===== src/hdl/bpc_pkg.sv =====
package bpc_pkg;

  // Widths fixed by the item and register formats.
  localparam int unsigned TimeW   = 32;
  localparam int unsigned CfgMsW  = 16;
  localparam int unsigned CfgIdxW = 2;
  localparam int unsigned StatusW = 2;

  // Register reset values.
  localparam logic [CfgMsW-1:0] DebounceRst  = 16'd50;
  localparam logic [CfgMsW-1:0] ClickMinRst  = 16'd50;
  localparam logic [CfgMsW-1:0] LongPressRst = 16'd1000;
  localparam logic              ActiveHighRst = 1'b0;

  // Register indexes on the configuration port.
  typedef enum logic [CfgIdxW-1:0] {
    CFG_DEBOUNCE   = 2'd0,
    CFG_CLICK_MIN  = 2'd1,
    CFG_LONG_PRESS = 2'd2,
    CFG_ACTIVE_HI  = 2'd3
  } cfg_idx_e;

  // Status codes reported in the result.
  localparam logic [StatusW-1:0] STATUS_RELEASED = 2'd0;
  localparam logic [StatusW-1:0] STATUS_PRESSED  = 2'd1;
  localparam logic [StatusW-1:0] STATUS_LONG     = 2'd2;

  // Internal button state, one-hot.
  typedef enum logic [2:0] {
    ST_RELEASED = 3'b001,
    ST_PRESSED  = 3'b010,
    ST_LONG     = 3'b100
  } press_state_e;

  typedef struct packed {
    logic              pin_changed;
    logic              pin_level;
    logic [TimeW-1:0]  now_ms;
  } in_item_t;

  typedef struct packed {
    logic               down_event;
    logic               up_event;
    logic               click_event;
    logic               long_event;
    logic [StatusW-1:0] button_status;
  } out_item_t;

  typedef struct packed {
    logic [CfgMsW-1:0] debounce_ms;
    logic [CfgMsW-1:0] click_min_ms;
    logic [CfgMsW-1:0] long_press_ms;
    logic              active_high;
  } cfg_t;

endpackage


===== src/hdl/bpc_cfg_regs.sv =====
module bpc_cfg_regs (
  input  logic                      clk_i,
  input  logic                      rst_ni,
  input  logic                      cfg_we_i,
  input  logic [bpc_pkg::CfgIdxW-1:0] cfg_idx_i,
  input  logic [bpc_pkg::CfgMsW-1:0]  cfg_wdata_i,
  output bpc_pkg::cfg_t             cfg_o
);
  import bpc_pkg::*;

  cfg_t cfg_q, cfg_d;

  always_comb begin
    cfg_d = cfg_q;
    if (cfg_we_i) begin
      case (cfg_idx_e'(cfg_idx_i))
        CFG_DEBOUNCE:   cfg_d.debounce_ms   = cfg_wdata_i;
        CFG_CLICK_MIN:  cfg_d.click_min_ms  = cfg_wdata_i;
        CFG_LONG_PRESS: cfg_d.long_press_ms = cfg_wdata_i;
        CFG_ACTIVE_HI:  cfg_d.active_high   = cfg_wdata_i[0];
        default:        cfg_d = cfg_q;
      endcase
    end
  end

  always_ff @(posedge clk_i or negedge rst_ni) begin
    if (!rst_ni) begin
      cfg_q.debounce_ms   <= DebounceRst;
      cfg_q.click_min_ms  <= ClickMinRst;
      cfg_q.long_press_ms <= LongPressRst;
      cfg_q.active_high   <= ActiveHighRst;
    end else begin
      cfg_q <= cfg_d;
    end
  end

  assign cfg_o = cfg_q;

endmodule


===== src/hdl/bpc_classify.sv =====
module bpc_classify (
  input  logic               clk_i,
  input  logic               rst_ni,
  input  logic               fire_i,
  input  bpc_pkg::in_item_t  item_i,
  input  bpc_pkg::cfg_t      cfg_i,
  output bpc_pkg::out_item_t res_o
);
  import bpc_pkg::*;

  logic [TimeW-1:0] last_change_q, last_change_d;
  logic [TimeW-1:0] last_press_q, last_press_d;
  press_state_e     state_q, state_d;

  logic [TimeW-1:0] since_change, since_press;
  logic             pressed;
  out_item_t        res;

  // Elapsed times wrap modulo the timestamp width.
  assign since_change = item_i.now_ms - last_change_q;
  assign since_press  = item_i.now_ms - last_press_q;
  assign pressed      = (item_i.pin_level == cfg_i.active_high);

  always_comb begin
    last_change_d     = last_change_q;
    last_press_d      = last_press_q;
    state_d           = state_q;
    res.down_event    = 1'b0;
    res.up_event      = 1'b0;
    res.click_event   = 1'b0;
    res.long_event    = 1'b0;
    if (!item_i.pin_changed) begin
      if ((state_q == ST_PRESSED) &&
          (since_press > {{(TimeW-CfgMsW){1'b0}}, cfg_i.long_press_ms})) begin
        state_d        = ST_LONG;
        res.long_event = 1'b1;
      end
    end else if (since_change > {{(TimeW-CfgMsW){1'b0}}, cfg_i.debounce_ms}) begin
      last_change_d = item_i.now_ms;
      if (pressed) begin
        last_press_d   = item_i.now_ms;
        state_d        = ST_PRESSED;
        res.down_event = 1'b1;
      end else begin
        res.up_event    = 1'b1;
        res.click_event = (state_q != ST_LONG) &&
                          (since_press > {{(TimeW-CfgMsW){1'b0}}, cfg_i.click_min_ms});
        state_d         = ST_RELEASED;
      end
    end
    case (state_d)
      ST_PRESSED: res.button_status = STATUS_PRESSED;
      ST_LONG:    res.button_status = STATUS_LONG;
      default:    res.button_status = STATUS_RELEASED;
    endcase
  end

  always_ff @(posedge clk_i or negedge rst_ni) begin
    if (!rst_ni) begin
      last_change_q <= '0;
      last_press_q  <= '0;
      state_q       <= ST_RELEASED;
    end else if (fire_i) begin
      last_change_q <= last_change_d;
      last_press_q  <= last_press_d;
      state_q       <= state_d;
    end
  end

  assign res_o = res;

endmodule


===== src/hdl/button_press_classifier.sv =====
// An accepted request is held in the input register (stage one); its result is written
// to the output register as the request leaves stage one, when the button state is updated.
// Throughput: one request per clock unless a result is held up at the output; the result
// register and the input register form a two-stage pipeline.
// Reset: asynchronous, active low; the registers return to debounce 50 ms, click 50 ms,
// long press 1000 ms, active low pin, and the button to released with both times zero.
module button_press_classifier (
  input  logic                          clk_i,
  input  logic                          rst_ni,
  input  logic                          in_valid_i,
  output logic                          in_stall_o,
  input  bpc_pkg::in_item_t             in_i,
  output logic                          out_valid_o,
  input  logic                          out_stall_i,
  output bpc_pkg::out_item_t            out_o,
  input  logic                          cfg_we_i,
  input  logic [bpc_pkg::CfgIdxW-1:0]   cfg_idx_i,
  input  logic [bpc_pkg::CfgMsW-1:0]    cfg_wdata_i
);
  import bpc_pkg::*;

  // Stage one holds the accepted request; stage two holds its result.
  logic      s1_valid_q;
  in_item_t  s1_item_q;
  logic      out_valid_q;
  out_item_t out_item_q;

  cfg_t      cfg;
  out_item_t res;
  logic      advance;
  logic      in_take;

  // The request in stage one moves on whenever the result register is empty
  // or its current result is being taken in this cycle.
  assign advance    = s1_valid_q && (!out_valid_q || !out_stall_i);
  // Stage one refills as it empties, so a new request is taken every cycle
  // unless a finished result is held up at the output.
  assign in_stall_o = s1_valid_q && !advance;
  assign in_take    = in_valid_i && !in_stall_o;

  bpc_cfg_regs u_cfg (
    .clk_i       (clk_i),
    .rst_ni      (rst_ni),
    .cfg_we_i    (cfg_we_i),
    .cfg_idx_i   (cfg_idx_i),
    .cfg_wdata_i (cfg_wdata_i),
    .cfg_o       (cfg)
  );

  // The classifier's state is committed on the same edge as the result, so
  // the next request in stage one always sees the state left by this one.
  bpc_classify u_classify (
    .clk_i  (clk_i),
    .rst_ni (rst_ni),
    .fire_i (advance),
    .item_i (s1_item_q),
    .cfg_i  (cfg),
    .res_o  (res)
  );

  always_ff @(posedge clk_i or negedge rst_ni) begin
    if (!rst_ni) begin
      s1_valid_q  <= 1'b0;
      out_valid_q <= 1'b0;
    end else begin
      if (in_take) begin
        s1_valid_q <= 1'b1;
      end else if (advance) begin
        s1_valid_q <= 1'b0;
      end
      if (advance) begin
        out_valid_q <= 1'b1;
      end else if (!out_stall_i) begin
        out_valid_q <= 1'b0;
      end
    end
  end

  // Payload registers carry no reset.
  always_ff @(posedge clk_i) begin
    if (in_take) begin
      s1_item_q <= in_i;
    end
    if (advance) begin
      out_item_q <= res;
    end
  end

  assign out_valid_o = out_valid_q;
  assign out_o       = out_item_q;

`ifndef NO_ASSERTIONS
  // A long press can only be reported together with the long-pressed status.
  a_long_status : assert property (@(posedge clk_i) disable iff (!rst_ni)
    out_valid_o && out_o.long_event |-> out_o.button_status == STATUS_LONG)
    else $error("long press reported without long status");

  // An accepted press leaves the button pressed and is never also a release.
  a_down_status : assert property (@(posedge clk_i) disable iff (!rst_ni)
    out_valid_o && out_o.down_event |->
      out_o.button_status == STATUS_PRESSED && !out_o.up_event)
    else $error("press reported with wrong status");

  // A click only comes with a release, which always ends released.
  a_click_up : assert property (@(posedge clk_i) disable iff (!rst_ni)
    out_valid_o && out_o.click_event |->
      out_o.up_event && out_o.button_status == STATUS_RELEASED)
    else $error("click without release");

  // With the result register empty the input side must never be held off.
  a_no_idle_stall : assert property (@(posedge clk_i) disable iff (!rst_ni)
    !out_valid_o |-> !in_stall_o)
    else $error("input stalled while output empty");
`endif

endmodule


===== config.mk =====
export PLATFORM = sky130hd
export DESIGN_NAME = button_press_classifier
export DESIGN_NICKNAME = d
export VERILOG_FILES = /design/src/hdl/bpc_pkg.sv /design/src/hdl/bpc_cfg_regs.sv /design/src/hdl/bpc_classify.sv /design/src/hdl/button_press_classifier.sv
export SDC_FILE = /design/constraint.sdc
export NUM_CORES = 1
export LEC_CHECK = 0
export ABC_AREA = 1
export BUFFER_PORTS_ARGS = -buffer_cell sky130_fd_sc_hd__buf_2
export CAP_MARGIN = 20
export CORE_AREA = 5 5 170 172
export DETAILED_ROUTE_END_ITERATION = 10
export DIE_AREA = 0 0 175 177
export GPL_TIMING_DRIVEN = 0
export SLEW_MARGIN = 40
export SYNTH_ARGS = -nofsm -noshare
export SYNTH_HDL_FRONTEND = slang
export SYNTH_SLANG_ARGS = --single-unit
export TNS_END_PERCENT = 100

===== constraint.sdc =====
create_clock -name clk_i -period 6.1 [get_ports clk_i]
set_input_delay 0.305 -clock clk_i [delete_from_list [all_inputs] [get_ports clk_i]]
set_output_delay 0.305 -clock clk_i [all_outputs]
set_load 0.005 [all_outputs]

Yosys cells after proc, flatten, opt, wreduce, memory -nomap -nowiden:

Index checks and enable logic that the tools add are counted.

* add/subtract/negate cells: 2
* multipliers: 0
* divide/modulo/power cells: 0
* $lt $le $gt $ge: 3
* eq/ne operators: 9
* shift operators: 0
* muxes and demuxes: 12
* bitwise operators: 2
* reductions and logical operators: 20

Operator list (count)
* $gt 32x16->1: 3
* $sub 32x32->32: 2
* $reduce_and 2->1: 5
* $mux 3: 3
* $eq 3x2->1 const B: 2
* $mux 1: 6
* $logic_and 1x1->1: 5
* $eq 2x2->1 const B: 2
* $logic_not 1->1: 4
* $mux 2: 2
* $pmux 2 s2: 1
* $reduce_and 4->1: 1
* $eq 3x3->1 const B: 1
* $ne 3x3->1 const B: 1
* $reduce_and 3->1: 1
* $reduce_or 3->1: 1
* $eq 2x1->1 const B: 1
* $logic_not 2->1: 1
* $ne 2x1->1 const B: 1
* $not 1->1: 2
* $reduce_bool 2->1: 1
* $eq 1x1->1: 1
* $logic_or 1x1->1: 1

* flip-flop bits (word level): 158
* latch bits: 0
* bits in writable memories: 0
* bits in read-only memories: 0
* input bits: 57
* logic and storage cells: 65
* memories kept: 0

Depth between registers and ports, before layout:

Gate-level depths: netlist of run 1.

* word-level depth: 8
* mapped depth: 30

Hierarchy:

Synthesis of run 1 repeated with hierarchy kept, for this count alone.

* cells, all modules: 1772
* area, all modules: 12150.4 sq um

By module, submodules not included
* bpc_classify: times used 1, cells an instance 1501, area an instance 8769.7 sq um, seq. area each 1677.9 sq um
* bpc_cfg_regs: times used 1, cells an instance 219, area an instance 2084.5 sq um, seq. area each 1241.2 sq um
* button_press_classifier: times used 1, cells an instance 52, area an instance 1296.2 sq um, seq. area each 1251.2 sq um

Worst setup path after synthesis of run 1:

No wires, ideal clock.

* kind: flip-flop to flip-flop
* start point: register s1_item_q[0] (netlist name)
* end point: register u_classify.last_change_q[0]
* setup time: 0.119 ns
* arrival: 3.274 ns
* path slack: 2.707 ns
* cell stages (with the launch flop): 27
* buffers on the path: 2
* path through: edfxtp_1 > inv_1 > ha_1 > inv_1 > fa_1 > nand3_1 > nand3_1 > nand3_1 > nand3_1 > xor2_1 > ha_1 > nand2_1 > nor2_1 > nand2_1 > nor2_1 > nand3_1 > nand2_1 > nand3_1 > nor2_1 > nand2_1 > nor2_1 > nand2_1 > nand2_2 > nor2_4 > buf_6 > buf_6 > o21a_1

* cells in the longest elaborated chain, start to end: 3

RTL lines
* start: declaration: RTL line button_press_classifier.sv:24 `in_item_t s1_item_q;`
* start signal: assignment: RTL line button_press_classifier.sv:82 `s1_item_q <= in_i;`
* $sub 32x32->32: RTL line bpc_classify.sv:20 `assign since_change = item_i.now_ms - last_change_q;`
* $gt 32x16->1: RTL line bpc_classify.sv:38 `end else if (since_change > {{(TimeW-CfgMsW){1'b0}}, cfg_i.debounce_ms}) begin`
* $reduce_and 3->1 (no line)
* end signal: assignment: RTL line bpc_classify.sv:64 `last_change_q <= last_change_d;`
* end: declaration: RTL line bpc_classify.sv:11 `logic [TimeW-1:0] last_change_q, last_change_d;`

Parallel ways exist; a longest one is shown, timed or not.
A chain may end at the register's enable or synchronous reset.

Worst setup path in the final report of run 1:

* start point: register s1_item_q[0] (netlist name)
* end point: register u_classify.last_press_q[28]

* cells in the longest elaborated chain, start to end: 3

RTL lines
* $sub 32x32->32: RTL line bpc_classify.sv:20
* $gt 32x16->1: RTL line bpc_classify.sv:38
* $reduce_and 4->1 (no line)
* end signal: assignment: RTL line bpc_classify.sv:65 `last_press_q <= last_press_d;`
* end: declaration: RTL line bpc_classify.sv:12 `logic [TimeW-1:0] last_press_q, last_press_d;`

Every way passes these cells.

==> results of run 1 <==
==> path summary, 6_finish.rpt <==
kind	slack, ps	depth (start not counted)	endpoint	start
max	1690	28	u_classify.last_press_q[28]$_DFFE_PN0P_	s1_item_q[0]$_DFFE_PP_
min	40	1	s1_item_q[2]$_DFFE_PP_	in_i[2]
max reg2reg	1690	28	u_classify.last_press_q[28]$_DFFE_PN0P_	s1_item_q[0]$_DFFE_PP_
min reg2reg	470	2	out_valid_o$_DFFE_PN0P_	s1_valid_q$_DFFE_PN0P_
max in group asynchronous	4990	3	u_cfg.cfg_o[7]$_DFFE_PN1P_	rst_ni
min in group asynchronous	390	2	u_cfg.cfg_o[39]$_DFFE_PN0P_	rst_ni
==> registers in the layout, summed over array words and instances, names as in the netlist <==
name                      cells
u_classify.last_change_q     32
u_classify.state_q            3
u_classify.last_press_q      32
out_valid_o                   1
s1_valid_q                    1
s1_item_q                    34
u_cfg.cfg_o                  49
out_o                         6
==> metal layers <==
| metal | routed length, µm | track usage [%] | vias up | part of all wire, % |
|---|---|---|---|---|
| met4 | 533 | 5.27 | 0 | 1.6 |
| met5 | 0 | 0 | - | 0 |
| met1 | 16700 | 32.2 | 4867 | 50 |
| li1 | - | - | 5670 | - |
| met3 | 1350 | 1.88 | 33 | 4.1 |
| met2 | 14600 | 35.2 | 206 | 44 |
==> critical path: cells and delay by family (launching register included) <==
kind                     cells  cell delay, ps
buffers and inverters        4             660
AO/OA/AOI/OAI                1              60
adder cells (fa/ha/maj)      3             940
flip-flops                   1             350
AND/OR/NAND/NOR             19            1990
XOR/XNOR                     1             220
==> power groups by stage <==
| stage | Clock, µW | Sequential (µW) | Combinational (µW) |
|---|---|---|---|
| after global routing | 1140 | 1500 | 3780 |
| after detailed placement | 0 | 1490 | 3230 |
| after global placement | 0 | 1490 | 3170 |
| final | 1080 | 1470 | 3250 |
| after CTS | 1090 | 1470 | 3250 |
| after floorplan | 0 | 1440 | 2420 |
==> final cells by class <==
class | count | area share (%)
well taps | 346 | 3.24
flip-flops and latches | 158 | 31.2
multi-input cells | 1233 | 47.3
clock inverters | 14 | 1.02
inverters | 363 | 10.2
repair buffers | 66 | 2.75
clock buffers | 18 | 3.37
plain buffers | 22 | 0.982
==> per-stage QoR <==
| step | cells | setup WS [ps] | hold slack [ps] | utilization, % |
|---|---|---|---|---|
| final | 2220 | 1690 | 39.0 | 49.0 |
| after floorplan | 1776 | 2710 | 9.41 | - |
| after detailed placement | 2187 | 1720 | 280 | 46.8 |
| after global routing | 2220 | 1240 | 27.9 | 49.0 |
| after CTS | 2220 | 1690 | 21.7 | 49.0 |
| after global placement | 2186 | 1710 | 441 | 46.6 |
==> cells in the final DEF, fill, tap and decap left out, types with 4 or more instances in the layout <==
cell       Yosys  final
nor2_2         3      4
and3_1         4      4
nor2_1       119    118
inv_1        360    359
o21ai_1       49     49
dfstp_2       13     13
edfxtp_1      40     40
o21a_1         4      4
nand3b_1       5      5
clkbuf_16      0     18
ha_1         110    110
nand4_1       15     15
nor3_1         9      9
buf_6          4      4
o21ai_0       77     77
and2_1         5      5
xor2_1        28     28
dfrtp_1      105    105
inv_8          0      5
buf_2          0     63
buf_4          5      5
o21bai_1       7      7
nand3_1       86     86
clkbuf_1      12     12
nand2_1      627    627
inv_6          0      5
a21oi_1       66     66
==> kinds of logic (layout without fill, tap and decap cells) <==
group / count (synthesis) / in the layout / share of synthesized area (%)
AO/OA/AOI/OAI: 207 / 207 / 8.95
XOR/XNOR: 31 / 31 / 2.27
adder cells (fa/ha/maj): 112 / 112 / 11.8
buffers and inverters: 385 / 483 / 12.5
flip-flops: 158 / 158 / 34.8
AND/OR/NAND/NOR: 883 / 883 / 29.7
==> what timing repair did <==
| action | 4_1_cts | 5_1_grt |
|---|---|---|
| endpoints found under the setup margin | 0 | 0 |
| hold buffers | 1 | 0 |
| gates resized for setup | 0 | 0 |
| hold endpoints to repair | 58 | 0 |
==> results.toml, run 1 <==
[final_layout]
layout-drive-gt1-share_pct = 7.04
insertedDiodeCount = 0
multiInputGateArea_um2 = 6320
area_growth_pct = 11.6
fill_cells = 2904
finalInstanceArea_um2 = 13400
num-nets-final = 2030
seqCellArea_um2 = 4170

[sta]
setup_violations = 0
max_freq_mhz = 227
period_share_pct = 72.3
drv_slew = 0
setup_tns_ps = 0
timing.slew.headroom_pct = 60.0
worst_pin_slew_ps = 595
rsz0062_at_grt = "false"
min_period_ps = 4410
clock-skew-final_ps = 21.1
hold_viol = 0

[synthesis]
synth_top_area_share_pct = 21.9
yosysTopAreaCell = "dfrtp_1"
ys.warnings.count = 0
yosysMostFrequentCell = "nand2_1"
synth_ff_type = "dfrtp_1"
synthCells = 1776
synth-edff-count = 40
yosys-top-cells-area = "dfrtp_1 22%, nand2_1 20%, ha_1 11%"
avgSynthCellArea_um2 = 6.75
synth_cell_types = 37
netlist_top_cells_count = "627 x nand2_1, 360 x inv_1, 119 x nor2_1"
yosysSeqAreaShare_pct = 34.8
synth.net_count = 1945
netlist_area_um2 = 12000
ys_ff_latch = 158
asyncSetResetFlopFracSynth_pct = 74.7

[pwr]
p_leak_uw = 0.00746
ir_drop_uv = 190
power.internal_uw = 3060
seq_power_share_pct = 25.4
swShare_pct = 47.2
switchingPower_uw = 2740
power.share.clock_pct = 18.6
power_uw = 5800
p_per_area_nw_per_um2 = 433
comb_power_share_pct = 56.0

[critical_path]
critical_path_arrival_ps = 4700
cp_max_fo = 10
cp_slowest_cell = "fa_1"
cp.required_ps = 6390
worstSetupStartpointType = "register"
end_kind = "register"
max_stage_delay_ps = 460
worstSetupPathType = "reg2reg"

[grt]
antenna_found_initial = 1
grt_start_max_net_pins = 64
grt_pass1_wl_um = 53200
grt_overflow_total = 0
grt_pass1_vias = 10300
grtUsageTotal_pct = 21.9

[floorplan]
dieArea_um2 = 31000
rows = 61
boundaryPins = 65
chipWidth_um = 175
dieHeight_um = 177
coreArea_um2 = 27300
initial_core_util_pct = 43.9

[cts]
root_buffer = "clkbuf_16"
htree_levels = 4
clock_latency_ps = 440
cts_tree = "yes"
cts_setup_buffers = 0
cts_sinks = 158
clockBufferDepth = 2
cts_buffers = 17
path_clk_slew_ps = 80

[detailed_routing]
antenna_left = 0
via_count = 10800
finalWirelength_um = 33100
first_iter_violations = 758
wl_per_cell_um = 14.9
first_pass_iters = 5
vias_per_cell = 4.85
drc = 0

[flow_run]
maxCapViolations = 0

[place]
place_congestion = 0.952
placed_cell_area_um2 = 12800
dp_hpwl_um = 27500
port_buffers = 64

[min_path]
hold_class = "in2reg"

[run_status]
status = "complete, no violations"
(Power assumes the default switching activity.)
==> inputs of run 2 (changes only) <==
==> constraint.sdc (replaced) <==
create_clock -name clk_i -period 4.02 [get_ports clk_i]
set_input_delay 0.201 -clock clk_i [delete_from_list [all_inputs] [get_ports clk_i]]
set_output_delay 0.201 -clock clk_i [all_outputs]
set_load 0.005 [all_outputs]
==> run 2 against run 1 <==
  * Maximum frequency increased by 15%
  * Die area did not move
  * Utilization increased by 3.6 points
  * Sequential cell count is the same
  * Register-to-register slack got worse by 1500 ps
  * First-iteration DRC count up 20%
  * Final cell count grew 2.7%
  * Final area up 7.4%
  * Clock skew shrank 4.2 ps
  * Critical path depth shrank 1
  * Largest power group unchanged
==> results.toml, run 2 (synthesis gave the netlist of run 1 again) <==
[pwr]
power.internal_uw = 4850
ir_drop_uv = 303
p_per_area_nw_per_um2 = 637
swShare_pct = 47.0
power_uw = 9160
p_leak_uw = 0.00779
power.share.clock_pct = 17.8
switchingPower_uw = 4310
seq_power_share_pct = 24.4
comb_power_share_pct = 57.7

[flow_run]
maxCapViolations = 0

[detailed_routing]
drt-met1-wl_um = 17000
routed-wl-met2_um = 15600
vias_per_cell = 4.85
finalWirelength_um = 34400
antenna_left = 0
via_count = 11100
first_iter_violations = 907
first_pass_iters = 5
routed.top_layer = "met4"
detailroute.wirelength.met3_um = 1280
wl_per_cell_um = 15.1
drc = 0

[place]
placed_cell_area_um2 = 12800
dp_hpwl_um = 27500
port_buffers = 64
dp_slack_ps = -362
place_congestion = 0.952

[final_layout]
final_common_cell = "nand2_1"
layout-drive-gt1-share_pct = 11.4
finalInstanceArea_um2 = 14400
num-nets-final = 2088
mostFrequentLayoutCells = "610 x nand2_1, 357 x inv_1, 111 x nor2_1, 105 x dfrtp_1, 93 x ha_1"
area_growth_pct = 19.9
fin_util_pct = 52.6
largest_reg_flops = 49

[cts]
cts_sinks = 158
cts_buffers = 17
clock_latency_ps = 440
cts_tree = "yes"
path_clk_slew_ps = 70
clockBufferDepth = 2
root_buffer = "clkbuf_16"
htree_levels = 4

[grt]
grt_pass1_vias = 10600
grt_overflow_total = 0
grt_pass1_wl_um = 54400
grtUsageTotal_pct = 22.3
grt_start_max_net_pins = 64
antenna_found_initial = 1

[sta]
period_share_pct = 95.1
max_freq_mhz = 262
hold_viol = 0
setup_tns_ps = 0
drv_slew = 0
worst_pin_slew_ps = 723
timing.slew.headroom_pct = 51.5
clock-skew-final_ps = 16.8
finalWorstSetupSlack_ps = 198
setup_violations = 0
min_period_ps = 3820

[floorplan]
dieHeight_um = 177
dieArea_um2 = 31000
chipWidth_um = 175
rows = 61
initial_core_util_pct = 43.9
coreArea_um2 = 27300
boundaryPins = 65

[critical_path]
cp_max_fo = 10
end_kind = "register"
worstSetupPathType = "reg2reg"
r2r_cells = 27
cp.required_ps = 4330
critical_path_arrival_ps = 4130
worstSetupStartpointType = "register"

[min_path]
hold_class = "in2reg"
min_path_cells = 3

[run_status]
status = "complete, no violations"
==> run 2: changes by cell type in the layout (fill, tap and decap cells not counted), sizes merged <==
cell	before	now
diode	0	1
buf	75	97
clkbuf	30	31
dlygate4sd3	1	36
==> run 2: final timing paths <==
path | start | to | slack, ps
min in group asynchronous | rst_ni | u_cfg.cfg_o[40]$_DFFE_PN0P_ | 280
max | s1_item_q[0]$_DFFE_PP_ | u_classify.last_change_q[12]$_DFFE_PN0P_ | 200
max in group asynchronous | rst_ni | u_cfg.cfg_o[9]$_DFFE_PN1P_ | 3020
min reg2reg | s1_valid_q$_DFFE_PN0P_ | out_valid_o$_DFFE_PN0P_ | 470
min | in_valid_i | s1_valid_q$_DFFE_PN0P_ | 30
max reg2reg | s1_item_q[0]$_DFFE_PP_ | u_classify.last_change_q[12]$_DFFE_PN0P_ | 200
==> run 2: timing repair <==
item                                   CTS  global route
setup endpoints to repair               72            72
buffers inserted                         8            13
gates cloned                             0             2
pin swaps                                1            17
endpoints found under the hold margin   93             0
hold buffers                            36             0
gates resized for setup                 19            76
==> run 2: cell type report <==
cell class / count / area (µm²)
tap: 346 / 433
sequential: 158 / 4170
timing repair buffer: 124 / 910
clock inverter: 14 / 136
fill: 2787 / 13000
antenna: 1 / 2.50
buffer: 22 / 165
inverter: 363 / 1370
clock buffer: 18 / 450
multi-input combinational: 1233 / 6740
==> run 2: metrics by stage <==
stage / hold WS, ps / cells
floorplan: -94.6 / 1776
global placement: 377 / 2186
detailed placement: 176 / 2187
CTS: 23.1 / 2263
global route: 39.9 / 2278
finish: 33.0 / 2279
==> run 2: routing by layer <==
metal | global-route usage, % | up-vias
li1 | - | 5799
met1 | 32.0 | 5021
met2 | 36.3 | 195
met3 | 2.44 | 36
met4 | 5.76 | 0
met5 | 0 | -
==> run 2: power by group through the flow <==
| stage | registers [µW] | logic (µW) | clock network [µW] |
|---|---|---|---|
| after floorplan | 2190 | 3670 | 0 |
| after global placement | 2260 | 4810 | 0 |
| after detailed placement | 2260 | 4900 | 0 |
| after CTS | 2230 | 5030 | 1660 |
| after global routing | 2280 | 6090 | 1720 |
| final | 2240 | 5290 | 1630 |
==> run 2: critical path, cell delays in order, from the launching register on <==
cell and delay (ps):
edfxtp_1 380, inv_2 100, ha_2 180, inv_2 60, fa_2 430, nand2_1 90, nand3_2 110, nand2_2 130
nand2_4 80, xor2_2 170, ha_1 290, nand2_2 50, nor2_2 130, nand2_1 80, nor2_2 120, nand3_1 90
nand2_2 110, nand3_4 100, nor2_2 90, nand2_1 70, nor2_2 140, nand2_4 100, nand2_4 80, nor2_4 40
buf_8 150, buf_6 140, nand2_1 100, o21ai_1 80
==> inputs of run 3 (changes only) <==
--- a/config.mk
+++ b/config.mk
@@ -8,12 +8,13 @@
 export ABC_AREA = 1
 export BUFFER_PORTS_ARGS = -buffer_cell sky130_fd_sc_hd__buf_2
 export CAP_MARGIN = 20
-export CORE_AREA = 5 5 170 172
+export CORE_AREA = 5 5 171 173
 export DETAILED_ROUTE_END_ITERATION = 10
-export DIE_AREA = 0 0 175 177
+export DIE_AREA = 0 0 176 178
 export GPL_TIMING_DRIVEN = 0
 export SLEW_MARGIN = 40
 export SYNTH_ARGS = -nofsm -noshare
 export SYNTH_HDL_FRONTEND = slang
+export SYNTH_HIERARCHICAL = 1
 export SYNTH_SLANG_ARGS = --single-unit
 export TNS_END_PERCENT = 100
==> constraint.sdc (replaced) <==
create_clock -name clk_i -period 3.4 [get_ports clk_i]
set_input_delay 0.17 -clock clk_i [delete_from_list [all_inputs] [get_ports clk_i]]
set_output_delay 0.17 -clock clk_i [all_outputs]
set_load 0.005 [all_outputs]
==> run 3 against run 2 <==
  * The run now ends with setup timing left
  * Final cell count up 1.7%
  * Synthesized cell count is 0.23% lower
  * Power is 14% higher
  * Sequential share of layout area shrank 2.6 points
  * Die area is 1.1% higher
  * Highest routed layer unchanged
==> results.toml, run 3 <==
[run_status]
status = "finished with violations"
violations = "setup timing"

[detailed_routing]
first_pass_iters = 7
wl_per_cell_um = 15.9
via_count = 11700
vias_per_cell = 5.05
drc = 0
first_iter_violations = 729
antenna_left = 0
finalWirelength_um = 36900

[floorplan]
boundaryPins = 65
rows = 61
initial_core_util_pct = 44.2
coreArea_um2 = 27500
chipWidth_um = 176
dieHeight_um = 178
dieArea_um2 = 31300

[final_layout]
num-nets-final = 2127
seqCellArea_um2 = 4170
insertedDiodeCount = 0
layout.cells.non_filler = 2317
layout-drive-gt1-share_pct = 21.4
final_common_cell = "nand2_1"
multiInputGateArea_um2 = 7630
mostFrequentLayoutCells = "569 x nand2_1, 329 x inv_1, 105 x dfrtp_1, 103 x nor2_1, 82 x nand3_1"
largest_reg_flops = 49
fill_cells = 2582
finalInstanceArea_um2 = 15800
area_growth_pct = 29.7

[place]
dp_cells = 2183
port_buffers = 63
placed_cell_area_um2 = 13000
place_congestion = 0.922
dp_hpwl_um = 27600

[critical_path]
worstSetupStartpointType = "register"
end_kind = "register"
critical_path_arrival_ps = 4210
crit_start = "s1_item_q[14]$_DFFE_PP_"
cp.required_ps = 3740
worstSetupPathType = "reg2reg"
critPathCapture = "u_classify/last_press_q[24]$_DFFE_PN0P_"
r2r_slack_ps = -470
rr_startpoint = "s1_item_q[14]$_DFFE_PP_"
r2r_cells = 25
reg2reg_to = "u_classify/last_press_q[24]$_DFFE_PN0P_"
cp_max_fo = 7

[grt]
grtUsageTotal_pct = 23.1
grt_pass1_wl_um = 56500
grt_overflow_total = 0
grt_start_max_net_pins = 69
antenna_found_initial = 0
grt_pass1_vias = 10800

[cts]
cts_tree = "yes"
htree_levels = 4
clock_latency_ps = 440
cts_buffers = 17
clockBufferDepth = 2
root_buffer = "clkbuf_16"
cts_sinks = 158
path_clk_slew_ps = 80

[pwr]
power_uw = 10400
p_per_area_nw_per_um2 = 662
p_leak_uw = 0.00835
ir_drop_uv = 384

[synthesis]
synth_top_area_share_pct = 21.6
netlist_area_um2 = 12200
synth_cell_types = 41
avgSynthCellArea_um2 = 6.86
yosys-top-cells-area = "dfrtp_1 22%, nand2_1 20%, ha_1 11%"
ys.warnings.count = 6
asyncSetResetFlopFracSynth_pct = 74.7
yosysTopAreaCell = "dfrtp_1"
netlist_top_cells_count = "648 x nand2_1, 337 x inv_1, 115 x nor2_1"
yosysMostFrequentCell = "nand2_1"
yosysSeqAreaShare_pct = 34.3
synth.net_count = 1941
synth_ff_type = "dfrtp_1"
synthCells = 1772
ys_ff_latch = 158
synth-edff-count = 40

[sta]
worst_pin_slew_ps = 836
drv_slew = 0
period_share_pct = 114
setup_violations = 72
clock-skew-final_ps = 19.1
rsz0062_at_grt = "true"
finalWorstSetupSlack_ps = -471
hold_viol = 0
max_freq_mhz = 258
timing.slew.headroom_pct = 43.9
setup_tns_ps = -27980
min_period_ps = 3870

[flow_run]
maxCapViolations = 0

[min_path]
hold_class = "in2reg"
run 3: final cells by class:
cell class,instances,share of cell area [%]
Multi-Input combinational cell,1247,48.4
Buffer,27,1.65
Clock inverter,14,0.952
Clock buffer,18,2.72
Timing Repair Buffer,168,8.98
Inverter,339,8.09
Sequential cell,158,26.5
Tap cell,346,2.75
run 3: critical path, stage by stage, from the launching register on:
cell      delay [ps]
edfxtp_1         490
ha_4             360
nand2_2          100
nor2_1           240
a21oi_2          110
nand2_2          140
xor2_2           210
ha_1             290
a21oi_1          160
o21ai_0          110
nor2_1           100
nand2_1           60
nand2_2          100
nand3_2           80
nor2_1            90
nand2_1           60
nor2_1           110
nand2_2          170
nand2_4          140
buf_12           110
nor2_4            30
nand2_4          100
buf_12           140
buf_8            120
nand2_1           60
o21ai_1           90
run 3: what timing repair did:
item / CTS / global route
hold buffers: 40 / 0
cloned: 7 / 1
buffers inserted: 28 / 30
setup endpoints to repair: 73 / 73
endpoints found under the hold margin: 103 / 0
gates resized for setup: 124 / 163
pin swaps: 18 / 60
run 3: stage by stage:
step | hold WS, ps | util [%] | setup slack, ps
6_report | 32.8 | 57.4 | -471
5_1_grt | 20.5 | 57.4 | -663
4_1_cts | 9.97 | 53.6 | -511
3_5_place_dp | 160 | 47.2 | -1030
3_3_place_gp | 347 | 46.9 | -977
2_1_floorplan | -126 | - | 102
run 3: logic make-up (layout without fill, tap and decap cells):
family,Yosys count,after routing,share of synthesized area (%)
AOI/OAI and AO/OA,161,161,7.16
xor gates and xnor gates,31,31,2.23
adders and majority gates,112,112,11.7
buffers and inverters,368,566,12.4
DFF,158,158,34.3
and+or+nand+nor,942,943,32.2
run 3: how the worst min path moves through the flow:
stage | startpoint | slack, ps | depth (start not counted) | endpoint
finish | cfg_wdata_i[4] | 30 | 3 | u_cfg/cfg_o[37]$_DFFE_PN1P_
global route | cfg_wdata_i[4] | 20 | 3 | u_cfg/cfg_o[37]$_DFFE_PN1P_
CTS | cfg_wdata_i[4] | 10 | 3 | u_cfg/cfg_o[37]$_DFFE_PN1P_
detailed placement | rst_ni | 160 | 1 | u_cfg/cfg_o[47]$_DFFE_PN0P_
global placement | in_i[9] | 350 | 1 | s1_item_q[9]$_DFFE_PP_
floorplan | rst_ni | -130 | 0 | out_valid_o$_DFFE_PN0P_
run 3: per-layer routing:
layer | track usage (%) | vias up | wire, µm
li1 | - | 5933 | -
met1 | 32.2 | 5471 | 17500
met2 | 37.2 | 244 | 17200
met3 | 2.84 | 42 | 1390
met4 | 7.96 | 0 | 845
met5 | 0 | - | 0
run 3: power by group:
part	leakage (µW)	switching (µW)	total (µW)	internal, µW
logic	0.00624	3590	5980	2380
clock network	0.000289	875	1910	1040
registers	0.00183	227	2550	2320
